[config.mk]
export PLATFORM = sky130hd
export DESIGN_NAME = gisf_ctrl
export DESIGN_NICKNAME = d
export VERILOG_FILES = /design/src/rtl/core/gisf_pkg.sv /design/src/rtl/core/gisf_ctrl.sv
export SDC_FILE = /design/constraint.sdc
export NUM_CORES = 1
export LEC_CHECK = 0
export ABC_AREA = 1
export BUFFER_PORTS_ARGS = -buffer_cell sky130_fd_sc_hd__buf_2
export CAP_MARGIN = 5
export CORE_MARGIN = 5
export CORE_UTILIZATION = 51
export CTS_CLUSTER_SIZE = 8
export DETAILED_ROUTE_END_ITERATION = 8
export GPL_TIMING_DRIVEN = 0
export PLACE_DENSITY = 0.78
export RECOVER_POWER = 50
export SYNTH_ARGS = -nofsm -noshare
export SYNTH_HDL_FRONTEND = slang
export SYNTH_SLANG_ARGS = --single-unit
[constraint.sdc]
create_clock -name clk_i -period 2 [get_ports clk_i]
set_input_delay 0.2 -clock clk_i [delete_from_list [all_inputs] [get_ports clk_i]]
set_output_delay 0.2 -clock clk_i [all_outputs]
set_load 0.02 [all_outputs]
[src/rtl/core/gisf_pkg.sv]
package gisf_pkg;

  parameter int unsigned MaxVerticesDef = 64;

  localparam int unsigned ModeW = 2;
  localparam int unsigned IdW   = 6;
  localparam int unsigned DegW  = 12;

  typedef enum logic [ModeW-1:0] {
    MODE_EDGE    = 2'd0,
    MODE_VERTEX  = 2'd1,
    MODE_COMPUTE = 2'd2
  } mode_e;

  typedef enum logic [1:0] {
    RD_A    = 2'd0,
    RD_B    = 2'd1,
    RD_IDX  = 2'd2,
    RD_BEST = 2'd3
  } rd_sel_e;

  typedef struct packed {
    logic    accept;
    logic    rd_en;
    rd_sel_e rd_sel;
    logic    wr_en;
    logic    wr_b;
    logic    scan_init;
    logic    scan_step;
    logic    pick_apply;
    logic    emit_init;
    logic    emit_step;
  } gisf_cmd_t;

  typedef struct packed {
    logic edge_ok;
    logic compute;
    logic idx_end;
    logic cand_any;
    logic found;
    logic emit_left;
  } gisf_status_t;

endpackage

[src/rtl/core/gisf_ctrl.sv]
module gisf_ctrl (
  input  logic                   clk_i,
  input  logic                   rst_ni,
  input  logic                   in_valid_i,
  output logic                   in_ready_o,
  input  gisf_pkg::gisf_status_t st_i,
  output gisf_pkg::gisf_cmd_t    cmd_o
);
  import gisf_pkg::*;

  typedef enum logic [8:0] {
    ST_IDLE     = 9'b000000001,
    ST_RD_A     = 9'b000000010,
    ST_WR_A     = 9'b000000100,
    ST_RD_B     = 9'b000001000,
    ST_WR_B     = 9'b000010000,
    ST_CHECK    = 9'b000100000,
    ST_SCAN     = 9'b001000000,
    ST_PICK_RD  = 9'b010000000,
    ST_PICK_UPD = 9'b100000000
  } state_e;

  state_e state_q, state_d;
  logic   emit_q, emit_d;

  always_comb begin
    state_d = state_q;
    emit_d  = emit_q;
    cmd_o   = '0;
    cmd_o.rd_sel = RD_A;
    in_ready_o = (state_q == ST_IDLE) && !emit_q;
    if (emit_q) begin
      if (st_i.emit_left) begin
        cmd_o.emit_step = 1'b1;
      end else begin
        emit_d = 1'b0;
      end
    end else begin
      unique case (state_q)
        ST_IDLE: begin
          if (in_valid_i) begin
            cmd_o.accept = 1'b1;
            if (st_i.edge_ok) begin
              state_d = ST_RD_A;
            end else if (st_i.compute) begin
              state_d = ST_CHECK;
            end
          end
        end
        ST_RD_A: begin
          cmd_o.rd_en  = 1'b1;
          cmd_o.rd_sel = RD_A;
          state_d      = ST_WR_A;
        end
        ST_WR_A: begin
          cmd_o.wr_en = 1'b1;
          state_d     = ST_RD_B;
        end
        ST_RD_B: begin
          cmd_o.rd_en  = 1'b1;
          cmd_o.rd_sel = RD_B;
          state_d      = ST_WR_B;
        end
        ST_WR_B: begin
          cmd_o.wr_en = 1'b1;
          cmd_o.wr_b  = 1'b1;
          state_d     = ST_IDLE;
        end
        ST_CHECK: begin
          if (st_i.cand_any) begin
            cmd_o.scan_init = 1'b1;
            state_d         = ST_SCAN;
          end else begin
            cmd_o.emit_init = 1'b1;
            emit_d          = 1'b1;
            state_d         = ST_IDLE;
          end
        end
        ST_SCAN: begin
          cmd_o.rd_en     = 1'b1;
          cmd_o.rd_sel    = RD_IDX;
          cmd_o.scan_step = 1'b1;
          if (st_i.idx_end) begin
            state_d = ST_PICK_RD;
          end
        end
        ST_PICK_RD: begin
          cmd_o.rd_en  = 1'b1;
          cmd_o.rd_sel = RD_BEST;
          state_d      = ST_PICK_UPD;
        end
        ST_PICK_UPD: begin
          cmd_o.pick_apply = 1'b1;
          state_d          = ST_CHECK;
        end
        default: begin
          state_d = ST_IDLE;
        end
      endcase
    end
  end

  always_ff @(posedge clk_i or negedge rst_ni) begin
    if (!rst_ni) begin
      state_q <= ST_IDLE;
      emit_q  <= 1'b0;
    end else begin
      state_q <= state_d;
      emit_q  <= emit_d;
    end
  end

endmodule

# After elaboration in Yosys (flattened, before gate mapping)
# Index checks and enable logic that the tools add are counted.
[op_classes]
addsub = 0
multipliers = 0
div_mod_pow = 0
n_lt_le_gt_ge = 0
n_eq_ne = 12
shift = 0
mux = 21
bitwise_logic = 1
n_reduce_logical = 4
[op_table]
columns = ["operator", "count"]
rows = [
  ["9-bit one-hot mux with 8 select lines", 1],
  ["9-bit two-way mux", 4],
  ["1-bit two-way mux", 13],
  ["3-bit one-hot mux with 4 select lines", 1],
  ["10-bit two-way mux", 1],
  ["9-bit by 1-bit == test with 1-bit output, second input constant", 1],
  ["9-bit by 2-bit == test with 1-bit output, second input constant", 1],
  ["9-bit by 3-bit == test with 1-bit output, second input constant", 1],
  ["9-bit by 4-bit == test with 1-bit output, second input constant", 1],
  ["9-bit by 5-bit == test with 1-bit output, second input constant", 1],
  ["9-bit by 6-bit == test with 1-bit output, second input constant", 1],
  ["9-bit by 7-bit == test with 1-bit output, second input constant", 1],
  ["9-bit by 8-bit == test with 1-bit output, second input constant", 1],
  ["9-bit == test, second input constant", 1],
  ["7-bit two-way mux", 1],
  ["2-bit != test, second input constant", 2],
  ["4-bit AND reduction", 1],
  ["3-bit != test, second input constant", 1],
  ["2-bit OR reduction", 1],
  ["1-bit logical AND", 1],
  ["1-bit logical NOT", 1],
  ["1-bit inverter", 1],
]
[word_totals]
reg_bits = 10
latchBits = 0
ramBits = 0
rom_bits = 0
inputBits = 9
out_inout_bits = 12
elab_cells = 40
n_memories = 0

# Logic depth before layout (Yosys ltp)
# Gate-level depths: netlist of the first run.
[depth]
depth_word = 4
ltp_mapped = 10
mapped_depth_nobuf = 10

# Least setup slack after synthesis of the first run
# No wires, ideal clock.
[synth_path]
kind = "register -> register"
from = "register state_q[1]"
to = "register state_q[6]"
setup_time_ns = 0.075
arrival_ns = 1.572
required_time_ns = 1.925
path_slack_ns = 0.352
stages_incl_launch_ff = 7
path_buffers = 0
period_less_slack_ns = 1.648
path_cell_list = "dfrtp_1 > inv_2 > nand2_1 > nor2_4 > nand3_1 > nor3_1 > o21bai_2"
[synth_via]
elab_chain_len = 3
elab_cells_between_ends = 13
cone_classes = "eq/ne: 11; mux: 1; reduce/logical: 1"
[synth_lines]
columns = ["element", "line", "rtl"]
rows = [
  ["from (decl)", "gisf_ctrl.sv:23", "state_e state_q, state_d;"],
  ["from (signal assigned)", "gisf_ctrl.sv:108", "state_q <= state_d;"],
  ["9-bit by 1-bit == test with 1-bit output or 9-bit by 7-bit == test with 1-bit output (tied branches)", "gisf_ctrl.sv:39", "unique case (state_q)"],
  ["3-bit != test (no line) or 2-bit != test (tied branches)", "--", ""],
  ["4-bit AND reduction (no line)", "--", ""],
]
# Several ways; a longest one is shown, not always the timed one.
# A chain may end at the register's enable or synchronous reset.

==> Flow_metrics.wiki, run 1 <==
{| class="wikitable"
! Metric !! Value
|-
| Result of the run || complete, no violations
|-
| Max-slew headroom || 62.9%
|-
| Cells after Synth || 118
|-
| Most used standard cell by instance count after synthesis || nand2_1
|-
| Count of standard-cell rows || 14
|-
| Remaining design rule violation count || 0
|-
| Register bit count reported by yosys || 10
|-
| Clk sink count || 10
|-
| Most frequent cells after synthesis || 24 x nand2_1, 20 x nor2_1, 16 x inv_1
|-
| Static Leak || 0.580 nW
|-
| Cell types with the largest area share after synthesis || dfrtp_1 27%, nand2_1 11%, nor2_1 9.1%, o21ai_2 8.5%, inv_1 7.3%
|-
| Tmin final || 1.86 ns
|-
| Input/output buffers || 19
|-
| Highest-delay cell along the critical path || dfrtp_1
|-
| Antenna Cells || 0
|-
| Setup total negative slack || 0 ns
|-
| Largest net degree at the start of global routing || 11
|-
| Final layout net count || 152
|-
| Setup slack of the most critical reg-to-reg path || 0.18 ns
|-
| Mean routed wirelength per cell || 12.0 um
|-
| Tightest hold margin || 0.166 ns
|-
| Clock transition at the registers of the reported paths || 0.07 ns
|-
| Width of the die || 50.1 um
|-
| Number of fillers in the final layout || 144
|-
| Worst flop-to-flop path startpoint || state_q[0]$_DFFE_PN1P_
|-
| Clock Path Buffers || 2
|-
| Max Clock Skew || 0.000262 ns
|-
| Max Fclk || 538 MHz
|-
| Number of DRC markers after the initial detailed-route iteration || 21
|-
| Tot GR Track Use || 16.0%
|-
| Critical path type || flop to primary output
|-
| Via count of the first global-routing pass || 766
|-
| Count of flip-flops with a built-in enable after synthesis || 0
|-
| Maximum ir drop on the vdd rail || 0.000757 V
|-
| Number of nets in the synthesized netlist || 127
|-
| GPL Wtd Cong || 0.865
|-
| Proportion of netlist area held by the largest area contributor || 27.4%
|-
| Endpoint of the worst-slack reg-to-reg timing path || state_q[6]$_DFFE_PN0P_
|-
| Initial cell density of the core || 53.9%
|-
| Core area || 0.00152 mm2
|-
| Final hold violation count || 0
|-
| Worst setup slack after layout || 0.141 ns
|-
| Clock H-tree levels || 1
|-
| Share of async-settable or async-resettable flops after synthesis || 100%
|-
| Setup repair after global routing missed its margin || false
|-
| Pre-CTS setup slack || 0.391 ns
|-
| HPWL after detailed placement || 1.45 mm
|-
| Instance count along the most critical hold path || 3
|-
| Global-route wire length before repair || 3.20 mm
|-
| Number of pins with negative max-slew slack in the final report || 0
|-
| Clock root buffer || clkbuf_4
|-
| Clock tree from TritonCTS || yes
|-
| Wire length reported by the detailed router || 1.90 mm
|-
| Endpoint arrival time on the critical path || 1.66 ns
|-
| Depth of the worst register-to-register path || 8
|-
| Number of distinct standard cells referenced by the synthesized netlist || 24
|-
| Post-synth design cell area || 822 um2
|-
| Area growth, synth to finish || 19.0%
|-
| Total clock buffers created by CTS || 3
|-
| Synth Flop Type || dfrtp_1
|-
| Chip Height || 50.1 um
|-
| Number of vias after detailed routing || 837
|-
| Number of antenna violations at the first check in global routing || 0
|-
| Final core utilization || 64.2%
|-
| Power per standard cell area || 1410 mW/mm2
|-
| Worst path max stage delay || 0.43 ns
|-
| Fraction of final layout cells with drive strength greater than 1 || 33.8%
|-
| Part of the Yosys area used for sequential elements || 30.6%
|-
| Overall overflow remaining after global route || 0
|-
| Worst Max-Slew Pin Slew || 0.555 ns
|-
| Avg Vias per Cell || 5.30
|-
| Type of destination of the critical path || primary output
|-
| Data required, critical path || 1.80 ns
|-
| Synth Area per Inst || 6.97 um2
|-
| Start point of the worst min-delay path || st_i[0]
|-
| Total Power || 0.00138 W
|-
| Number of warnings issued by yosys || 0
|-
| Classification of the worst-slack hold path || input port to flop
|-
| Yosys top cell by area || dfrtp_1
|-
| Maximum capacitance violations || 0
|-
| Post-route clock period utilization || 93.0%
|-
| Worst-case hold path end point || emit_q$_DFF_PN0_
|-
| Startpoint type of the worst setup path || flop
|-
| Clock Latency Late Sink || 0.27 ns
|-
| Die Footprint || 0.00251 mm2
|-
| CP Cell Sequence || nor2_2 > nand2_1 > inv_1 > nand3_1 > nand2_1 > nor2_1 > nor2_1 > buf_2
|-
| Number of nets with antenna violations after detailed routing || 0
|-
| Boundary pin count || 21
|-
| Detailed-routing iteration count for the pre-antenna-repair pass || 4
|-
| Setup-failing EPs final || 0
|-
| Max FO, Critical Path || 5
|}
## flip-flops by register name, summed over array words and instances (netlist names)
signal and cells:
state_q 9, emit_q 1
## worst max-delay path, delay by kind of cell, from the launching register on
| kind | cells | cell delay [ns] |
|---|---|---|
| DFF | 1 | 0.43 |
| and+or+nand+nor | 6 | 0.61 |
| buffers and inverters | 2 | 0.34 |
## worst max-delay path by stage
stage	from	end	slack [ns]	cells after the start
2_1_floorplan	state_q[1]$_DFFE_PN0P_	state_q[6]$_DFFE_PN0P_	0.35	6
3_3_place_gp	state_q[0]$_DFFE_PN1P_	cmd_o[9]	0.39	8
3_5_place_dp	state_q[0]$_DFFE_PN1P_	cmd_o[9]	0.39	8
4_1_cts	state_q[0]$_DFFE_PN1P_	cmd_o[9]	0.08	8
5_1_grt	state_q[3]$_DFFE_PN0P_	cmd_o[9]	0.02	8
6_report	state_q[5]$_DFFE_PN0P_	cmd_o[9]	0.14	8
## cell families after synthesis
group | Yosys count | synth area share [%]
and+or+nand+nor | 71 | 42.2
DFF | 10 | 30.6
AOI/OAI and AO/OA | 15 | 14.9
buffers and inverters | 22 | 12.3
## power by group
group	switching [W]	leakage (nW)	internal [W]
Sequential	0.0000484	0.134	0.000256
Combinational	0.000592	0.425	0.000295
Clock	0.0000782	0.0210	0.000111
Total	0.000719	0.580	0.000662
## cell usage in the layout, fill, tap and decap left out
cell,count
nor2_4,2
nand3_1,8
buf_2,18
o21ai_2,7
or2_2,1
inv_4,1
nand2_1,23
dfrtp_1,9
inv_2,3
nor2_1,21
nand2_2,4
nand2_4,1
o21ai_4,1
clkbuf_4,3
o21bai_2,1
clkbuf_8,1
nand3_2,3
nor2_2,1
nor3_1,3
dfstp_1,1
dlygate4sd3_1,1
clkbuf_1,2
inv_1,16
o21ai_0,4
buf_12,1
nor4_1,2
a21oi_1,2
nand4_1,2
## per-layer routing
layer	global-route usage, %	vias to the layer above	part of all wire [%]	routed length [um]
li1	-	431	-	-
met1	21.2	381	47	884
met2	25.9	23	47	902
met3	2.96	2	4.6	87
met4	5.68	0	1.3	25
met5	0	-	0	0
## per-stage QoR
stage	instances	cell area, um2
after floorplan	118	822
after global routing	158	978
after CTS	158	983
final	158	978
after detailed placement	153	937
after global placement	153	937
## layout make-up
| cell class | instances | area [um2] | area share, % |
|---|---|---|---|
| buffer | 2 | 23.8 | 2.43 |
| clock buffer | 4 | 36.3 | 3.71 |
| inverter | 20 | 77.6 | 7.93 |
| multi-input combinational | 86 | 465 | 47.6 |
| sequential | 10 | 251 | 25.7 |
| tap | 16 | 20.0 | 2.05 |
| timing repair buffer | 20 | 104 | 10.6 |
## timing repair
item	in CTS	in global routing
setup buffers	0	0
hold buffers	1	0
resized for setup	0	2
endpoints found under the setup margin	0	3
hold endpoints to repair	9	0
Power figures use the tool's default switching activity.
==> run 2, diff against run 1 <==
- CORE_UTILIZATION: 51 -> 45
- PLACE_DENSITY: 0.78 -> 0.7
==> run 2 against run 1 <==
Effect of this change:
- die area is 11% higher
- critical path depth stayed put
- clock skew is 0.0081 ns higher
- largest cell class unchanged
- routed wire length is 4.2% higher
- global-route usage is 1.0 points higher
- combinational power hardly changed
==> Flow_metrics.wiki, run 2 (synthesis gave the netlist of run 1 again) <==
{| class="wikitable"
! Metric !! Value
|-
| Leading cell types in the layout, fill and taps excluded || 23 x nand2_1, 21 x nor2_1, 18 x buf_2
|-
| Bufs and invs on worst path || 2
|-
| Static Leak || 0.582 nW
|-
| Register share of total power || 22.1%
|-
| Final hold violation count || 0
|-
| Max-slew headroom || 63.3%
|-
| Switching pwr || 0.000717 W
|-
| Max Fclk || 545 MHz
|-
| Area growth, synth to finish || 21.0%
|-
| CP Cell Sequence || inv_1 > nand2_2 > nor2_4 > nand3_2 > nand2_1 > nor2_1 > nor2_1 > buf_2
|-
| Footprint of the multi-input gates || 470 um2
|-
| Registers with the most flip-flops || state_q: 9 flops, emit_q: 1 flops
|-
| Maximum ir drop on the vdd rail || 0.000744 V
|-
| Mean routed wirelength per cell || 11.9 um
|-
| Boundary pin count || 21
|-
| Setup-failing EPs final || 0
|-
| Via count of the first global-routing pass || 777
|-
| Clock transition at the registers of the reported paths || 0.08 ns
|-
| Number of vias after detailed routing || 841
|-
| Register Area || 251 um2
|-
| Width of the die || 52.7 um
|-
| Endpoint arrival time on the critical path || 1.63 ns
|-
| Crit path capture || cmd_o[9]
|-
| Leading cell type in the layout, fill and taps excluded || nand2_1
|-
| Final layout net count || 152
|-
| Maximum capacitance violations || 0
|-
| Number of nets with antenna violations after detailed routing || 0
|-
| Number of fillers in the final layout || 178
|-
| Input/output buffers || 19
|-
| Worst flop-to-flop path startpoint || state_q[0]$_DFFE_PN1P_
|-
| Setup total negative slack || 0 ns
|-
| Classification of the worst-slack hold path || input port to flop
|-
| Buffer count from post-CTS setup fixing || 0
|-
| HPWL after detailed placement || 1.56 mm
|-
| Largest register by flop count || state_q
|-
| Total clock buffers created by CTS || 3
|-
| Initial cell density of the core || 47.6%
|-
| Count of standard-cell rows || 15
|-
| Wire length reported by the detailed router || 1.98 mm
|-
| Fraction of final layout cells with drive strength greater than 1 || 34.5%
|-
| Number of DRC markers after the initial detailed-route iteration || 30
|-
| Detailed-routing iteration count for the pre-antenna-repair pass || 6
|-
| Avg Vias per Cell || 5.04
|-
| GPL Wtd Cong || 0.888
|-
| Number of antenna violations at the first check in global routing || 0
|-
| Max FO, Critical Path || 7
|-
| Clk sink count || 10
|-
| Chip Height || 52.7 um
|-
| Clock H-tree levels || 1
|-
| Data required, critical path || 1.80 ns
|-
| Result of the run || complete, no violations
|-
| Die Footprint || 0.00278 mm2
|-
| Post-route clock period utilization || 91.7%
|-
| Power per standard cell area || 1390 mW/mm2
|-
| Clock root buffer || clkbuf_4
|-
| Critical path startpoint || state_q[0]$_DFFE_PN1P_
|-
| Number of pins with negative max-slew slack in the final report || 0
|-
| Worst path max stage delay || 0.56 ns
|-
| Setup repair after global routing missed its margin || false
|-
| Overall overflow remaining after global route || 0
|-
| Largest net degree at the start of global routing || 11
|-
| Worst path depth || 8
|-
| Switching power as a share of total power || 52.0%
|-
| Endpoint of the worst-slack reg-to-reg timing path || state_q[5]$_DFFE_PN0P_
|-
| Max Clock Skew || 0.00841 ns
|-
| Clock Path Buffers || 2
|-
| Startpoint type of the worst setup path || flop
|-
| Highest-delay cell along the critical path || dfstp_1
|-
| Critical path type || flop to primary output
|-
| Remaining design rule violation count || 0
|-
| Depth of the worst register-to-register path || 8
|-
| Largest register FFs || 9
|-
| Worst Max-Slew Pin Slew || 0.551 ns
|-
| Global-route wire length before repair || 3.43 mm
|-
| Clock tree from TritonCTS || yes
|-
| Core area || 0.00173 mm2
|-
| Tot GR Track Use || 17.1%
|-
| Clock Latency Late Sink || 0.27 ns
|-
| Antenna Cells || 0
|-
| Most prevalent standard cell on the critical path || nor2_1
|-
| Combinational Power Share || 64.2%
|-
| Family with the most delay on the worst path || flip-flops
|-
| Tightest hold margin || 0.154 ns
|-
| Tmin final || 1.83 ns
|-
| Clock network power share || 13.7%
|-
| Power Internal || 0.000662 W
|-
| Type of destination of the critical path || primary output
|-
| Setup slack of the most critical reg-to-reg path || 0.21 ns
|}
-- run 2: how the worst min path moves through the flow --
stage | from | end | slack [ns] | cells past startpoint
floorplan | rst_ni | emit_q$_DFF_PN0_ | -0.1 | 0
global placement | rst_ni | state_q[3]$_DFFE_PN0P_ | 0.08 | 1
detailed placement | rst_ni | state_q[3]$_DFFE_PN0P_ | 0.08 | 1
CTS | st_i[0] | emit_q$_DFF_PN0_ | 0.16 | 3
global route | st_i[0] | emit_q$_DFF_PN0_ | 0.18 | 3
finish | st_i[0] | emit_q$_DFF_PN0_ | 0.15 | 3
-- run 2: cell type report --
cell class / count / share of cell area (%)
buffer: 2 / 2.39
tap: 25 / 3.14
multi-input combinational: 86 / 47.3
inverter: 20 / 7.80
clock buffer: 4 / 3.65
sequential: 10 / 25.3
timing repair buffer: 20 / 10.4
-- run 2: worst min-delay path, delay by kind of cell --
family | cells | cell delay [ns]
compound gates | 1 | 0.06
buf+inv | 1 | 0.08
simple gates | 1 | 0.05
-- run 2: repair_timing --
item	CTS	global route
endpoints found under the setup margin	0	4
resized for setup	0	3
endpoints found under the hold margin	9	0
hold buffers	1	0
-- run 2: metrics by stage --
step | util [%] | power (W) | worst slack, ns | area (um2) | instances
finish | 57.6 | 0.00138 | 0.165 | 995 | 167
global route | 57.6 | 0.00150 | 0.0181 | 995 | 167
CTS | 57.6 | 0.00140 | 0.0909 | 995 | 167
detailed placement | 54.9 | 0.00121 | 0.394 | 948 | 162
global placement | 54.9 | 0.00120 | 0.387 | 948 | 162
floorplan | - | 0.00102 | 0.352 | 822 | 118
-- run 2: routing by layer --
metal	vias to the layer above	wire length [um]	global-route usage [%]
met5	-	0	0
met4	0	38	7.66
met3	6	131	4.56
met2	30	891	25.8
met1	381	917	22.4
li1	424	-	-
-- run 2: power groups by stage --
stage	Combinational (W)	Sequential (W)	Clock, W
floorplan	0.000723	0.000297	0
global placement	0.000889	0.000308	0
detailed placement	0.000895	0.000310	0
CTS	0.000900	0.000307	0.000192
global route	0.000986	0.000312	0.000205
finish	0.000885	0.000305	0.000189
==> run 3, diff against run 2 <==
- ABC_AREA: 1 -> not set
- PLACE_DENSITY: 0.7 -> 0.71
==> run 3 against run 2 <==
Effect of this change:
- the run now ends with setup timing left
- synthesized cell count shrank 25%
- via count grew 0.24%
- final cell count shrank 13%
- setup slack lost 0.34 ns
- combinational power grew 11%
- first-iteration DRC count grew 23%
- maximum frequency shrank 16%
- sequential share of layout area shrank 3.4 points
- design area grew 16%
- total power grew 3.0%
- largest cell class unchanged
- largest power group unchanged
- highest routed layer unchanged
==> Flow_metrics.wiki, run 3 <==
{| class="wikitable"
! Metric !! Value
|-
| Result of the run || complete, but fails checks
|-
| Violated checks || setup timing
|-
| Yosys top cell by area || dfrtp_1
|-
| Clock Latency Late Sink || 0.26 ns
|-
| Largest register by flop count || state_q
|-
| Number of distinct standard cells referenced by the synthesized netlist || 41
|-
| Static Leak || 0.553 nW
|-
| Die Footprint || 0.00277 mm2
|-
| Area growth, synth to finish || 41.5%
|-
| Type of destination of the critical path || primary output
|-
| Number of vias after detailed routing || 843
|-
| GPL Wtd Cong || 0.912
|-
| Registers with the most flip-flops || state_q: 9 flops, emit_q: 1 flops
|-
| Max-slew headroom || 58.9%
|-
| Setup repair after global routing missed its margin || true
|-
| HPWL after detailed placement || 1.42 mm
|-
| Max FO, Critical Path || 9
|-
| Most frequent cells after synthesis || 9 x dfrtp_1, 9 x nor2_1, 6 x mux2i_1
|-
| Data required, critical path || 1.80 ns
|-
| Avg Vias per Cell || 5.81
|-
| Mean routed wirelength per cell || 16.2 um
|-
| Final core utilization || 67.0%
|-
| Number of DRC markers after the initial detailed-route iteration || 37
|-
| Maximum ir drop on the vdd rail || 0.000664 V
|-
| Worst setup slack after layout || -0.177 ns
|-
| Width of the die || 52.6 um
|-
| Worst Max-Slew Pin Slew || 0.616 ns
|-
| Power per standard cell area || 1230 mW/mm2
|-
| Clk sink count || 10
|-
| Classification of the worst-slack hold path || input port to flop
|-
| Number of fillers in the final layout || 126
|-
| Clock H-tree levels || 1
|-
| Remaining design rule violation count || 0
|-
| Proportion of netlist area held by the largest area contributor || 27.6%
|-
| Register bit count reported by yosys || 10
|-
| Boundary pin count || 21
|-
| Critical path type || flop to primary output
|-
| Total clock buffers created by CTS || 3
|-
| Detailed-routing iteration count for the pre-antenna-repair pass || 4
|-
| Antenna Cells || 0
|-
| Setup-failing EPs final || 7
|-
| Chip Height || 52.6 um
|-
| Wire length reported by the detailed router || 2.34 mm
|-
| Overall overflow remaining after global route || 0
|-
| Largest register FFs || 9
|-
| Clock Path Buffers || 2
|-
| Total Power || 0.00142 W
|-
| Number of antenna violations at the first check in global routing || 0
|-
| Cells after Synth || 88
|-
| Pre-CTS setup slack || -0.0598 ns
|-
| Input/output buffers || 19
|-
| Endpoint arrival time on the critical path || 1.98 ns
|-
| Synth Area per Inst || 9.28 um2
|-
| Number of nets in the synthesized netlist || 97
|-
| Final hold violation count || 0
|-
| Fraction of final layout cells with drive strength greater than 1 || 48.3%
|-
| Largest net degree at the start of global routing || 11
|-
| Tmin final || 2.18 ns
|-
| Share of async-settable or async-resettable flops after synthesis || 100%
|-
| Startpoint type of the worst setup path || flop
|-
| Initial cell density of the core || 47.3%
|-
| Part of the Yosys area used for sequential elements || 30.8%
|-
| Number of pins with negative max-slew slack in the final report || 0
|-
| Via count of the first global-routing pass || 778
|-
| Count of standard-cell rows || 15
|-
| Number of nets with antenna violations after detailed routing || 0
|-
| Core area || 0.00173 mm2
|-
| Setup slack of the most critical reg-to-reg path || 0.12 ns
|-
| Final layout net count || 130
|-
| Cell types with the largest area share after synthesis || dfrtp_1 28%, mux2i_1 7.4%, buf_6 6.9%, nor2_1 4.1%, dfstp_2 3.2%
|-
| Max Clock Skew || 0.00433 ns
|-
| Clock transition at the registers of the reported paths || 0.08 ns
|-
| Max Fclk || 459 MHz
|-
| Clock root buffer || clkbuf_4
|-
| Global-route wire length before repair || 3.65 mm
|-
| Count of flip-flops with a built-in enable after synthesis || 0
|-
| Synth Flop Type || dfrtp_1
|-
| Leading cell types in the layout, fill and taps excluded || 13 x buf_4, 11 x buf_2, 9 x buf_6
|-
| Leading cell type in the layout, fill and taps excluded || buf_4
|-
| Post-synth design cell area || 817 um2
|-
| Number of warnings issued by yosys || 0
|-
| Maximum capacitance violations || 0
|-
| Post-route clock period utilization || 109%
|-
| Clock tree from TritonCTS || yes
|-
| Tot GR Track Use || 17.7%
|}
-- run 3: final timing paths --
check	startpoint	depth (start not counted)	end
max in group asynchronous	rst_ni	2	state_q[3]$_DFFE_PN0P_
min in group asynchronous	rst_ni	2	state_q[8]$_DFFE_PN0P_
worst max register to register	state_q[3]$_DFFE_PN0P_	6	state_q[1]$_DFFE_PN0P_
worst min register to register	state_q[6]$_DFFE_PN0P_	2	state_q[6]$_DFFE_PN0P_
worst min-delay path	st_i[2]	2	emit_q$_DFF_PN0_
worst max-delay path	state_q[0]$_DFFE_PN1P_	5	cmd_o[7]
-- run 3: logic make-up after synthesis --
group / Yosys count / synth area share [%]
muxes: 8 / 10.1
AOI/OAI and AO/OA: 14 / 12.3
and+or+nand+nor: 40 / 31.9
buffers and inverters: 12 / 10.7
xor gates and xnor gates: 4 / 4.29
DFF: 10 / 30.8
-- run 3: final cells by class --
cell class              count  area [um2]  share of cell area [%]
flip-flops and latches     10         253                    21.9
multi-input cells          66         559                    48.4
inverters                   4        15.0                    1.30
plain buffers               6        53.8                    4.65
repair buffers             30         218                    18.8
clock buffers               4        26.3                    2.27
well taps                  25        31.3                    2.71
-- run 3: metal layers --
layer  GRT usage, %  wire length (um)
met1           22.1              1020
met2           29.5              1120
met3           2.85               141
met4           8.09                62
met5              0                 0
-- run 3: through the flow --
stage	instances	hold slack, ns	TNS, ns	instance area (um2)
after floorplan	88	-0.0956	0	822
after global routing	145	0.162	-1.14	1160
after detailed placement	132	0.0840	-0.198	948
after global placement	132	0.0795	-0.163	948
after CTS	144	0.149	-0.784	1090
final	145	0.161	-0.483	1160
-- run 3: where the power goes --
group	switching (W)	internal, W
Combinational	0.000512	0.000473
Sequential	0.0000327	0.000250
Clock	0.0000753	0.0000769
Total	0.000620	0.000801
-- run 3: worst max-delay path: stages (launching register included) --
cell and delay [ns]:
dfstp_2 0.37, buf_6 0.13, or4_4 0.50, or4_4 0.44, a21oi_2 0.14, buf_6 0.13
-- run 3: what timing repair did --
| item | 4_1_cts | 5_1_grt |
|---|---|---|
| hold buffers | 1 | 0 |
| gates resized for setup | 11 | 20 |
| endpoints found under the setup margin | 12 | 16 |
| buffers inserted | 7 | 3 |
| gates cloned | 0 | 0 |
| pin swaps | 5 | 5 |
| endpoints found under the hold margin | 9 | 0 |
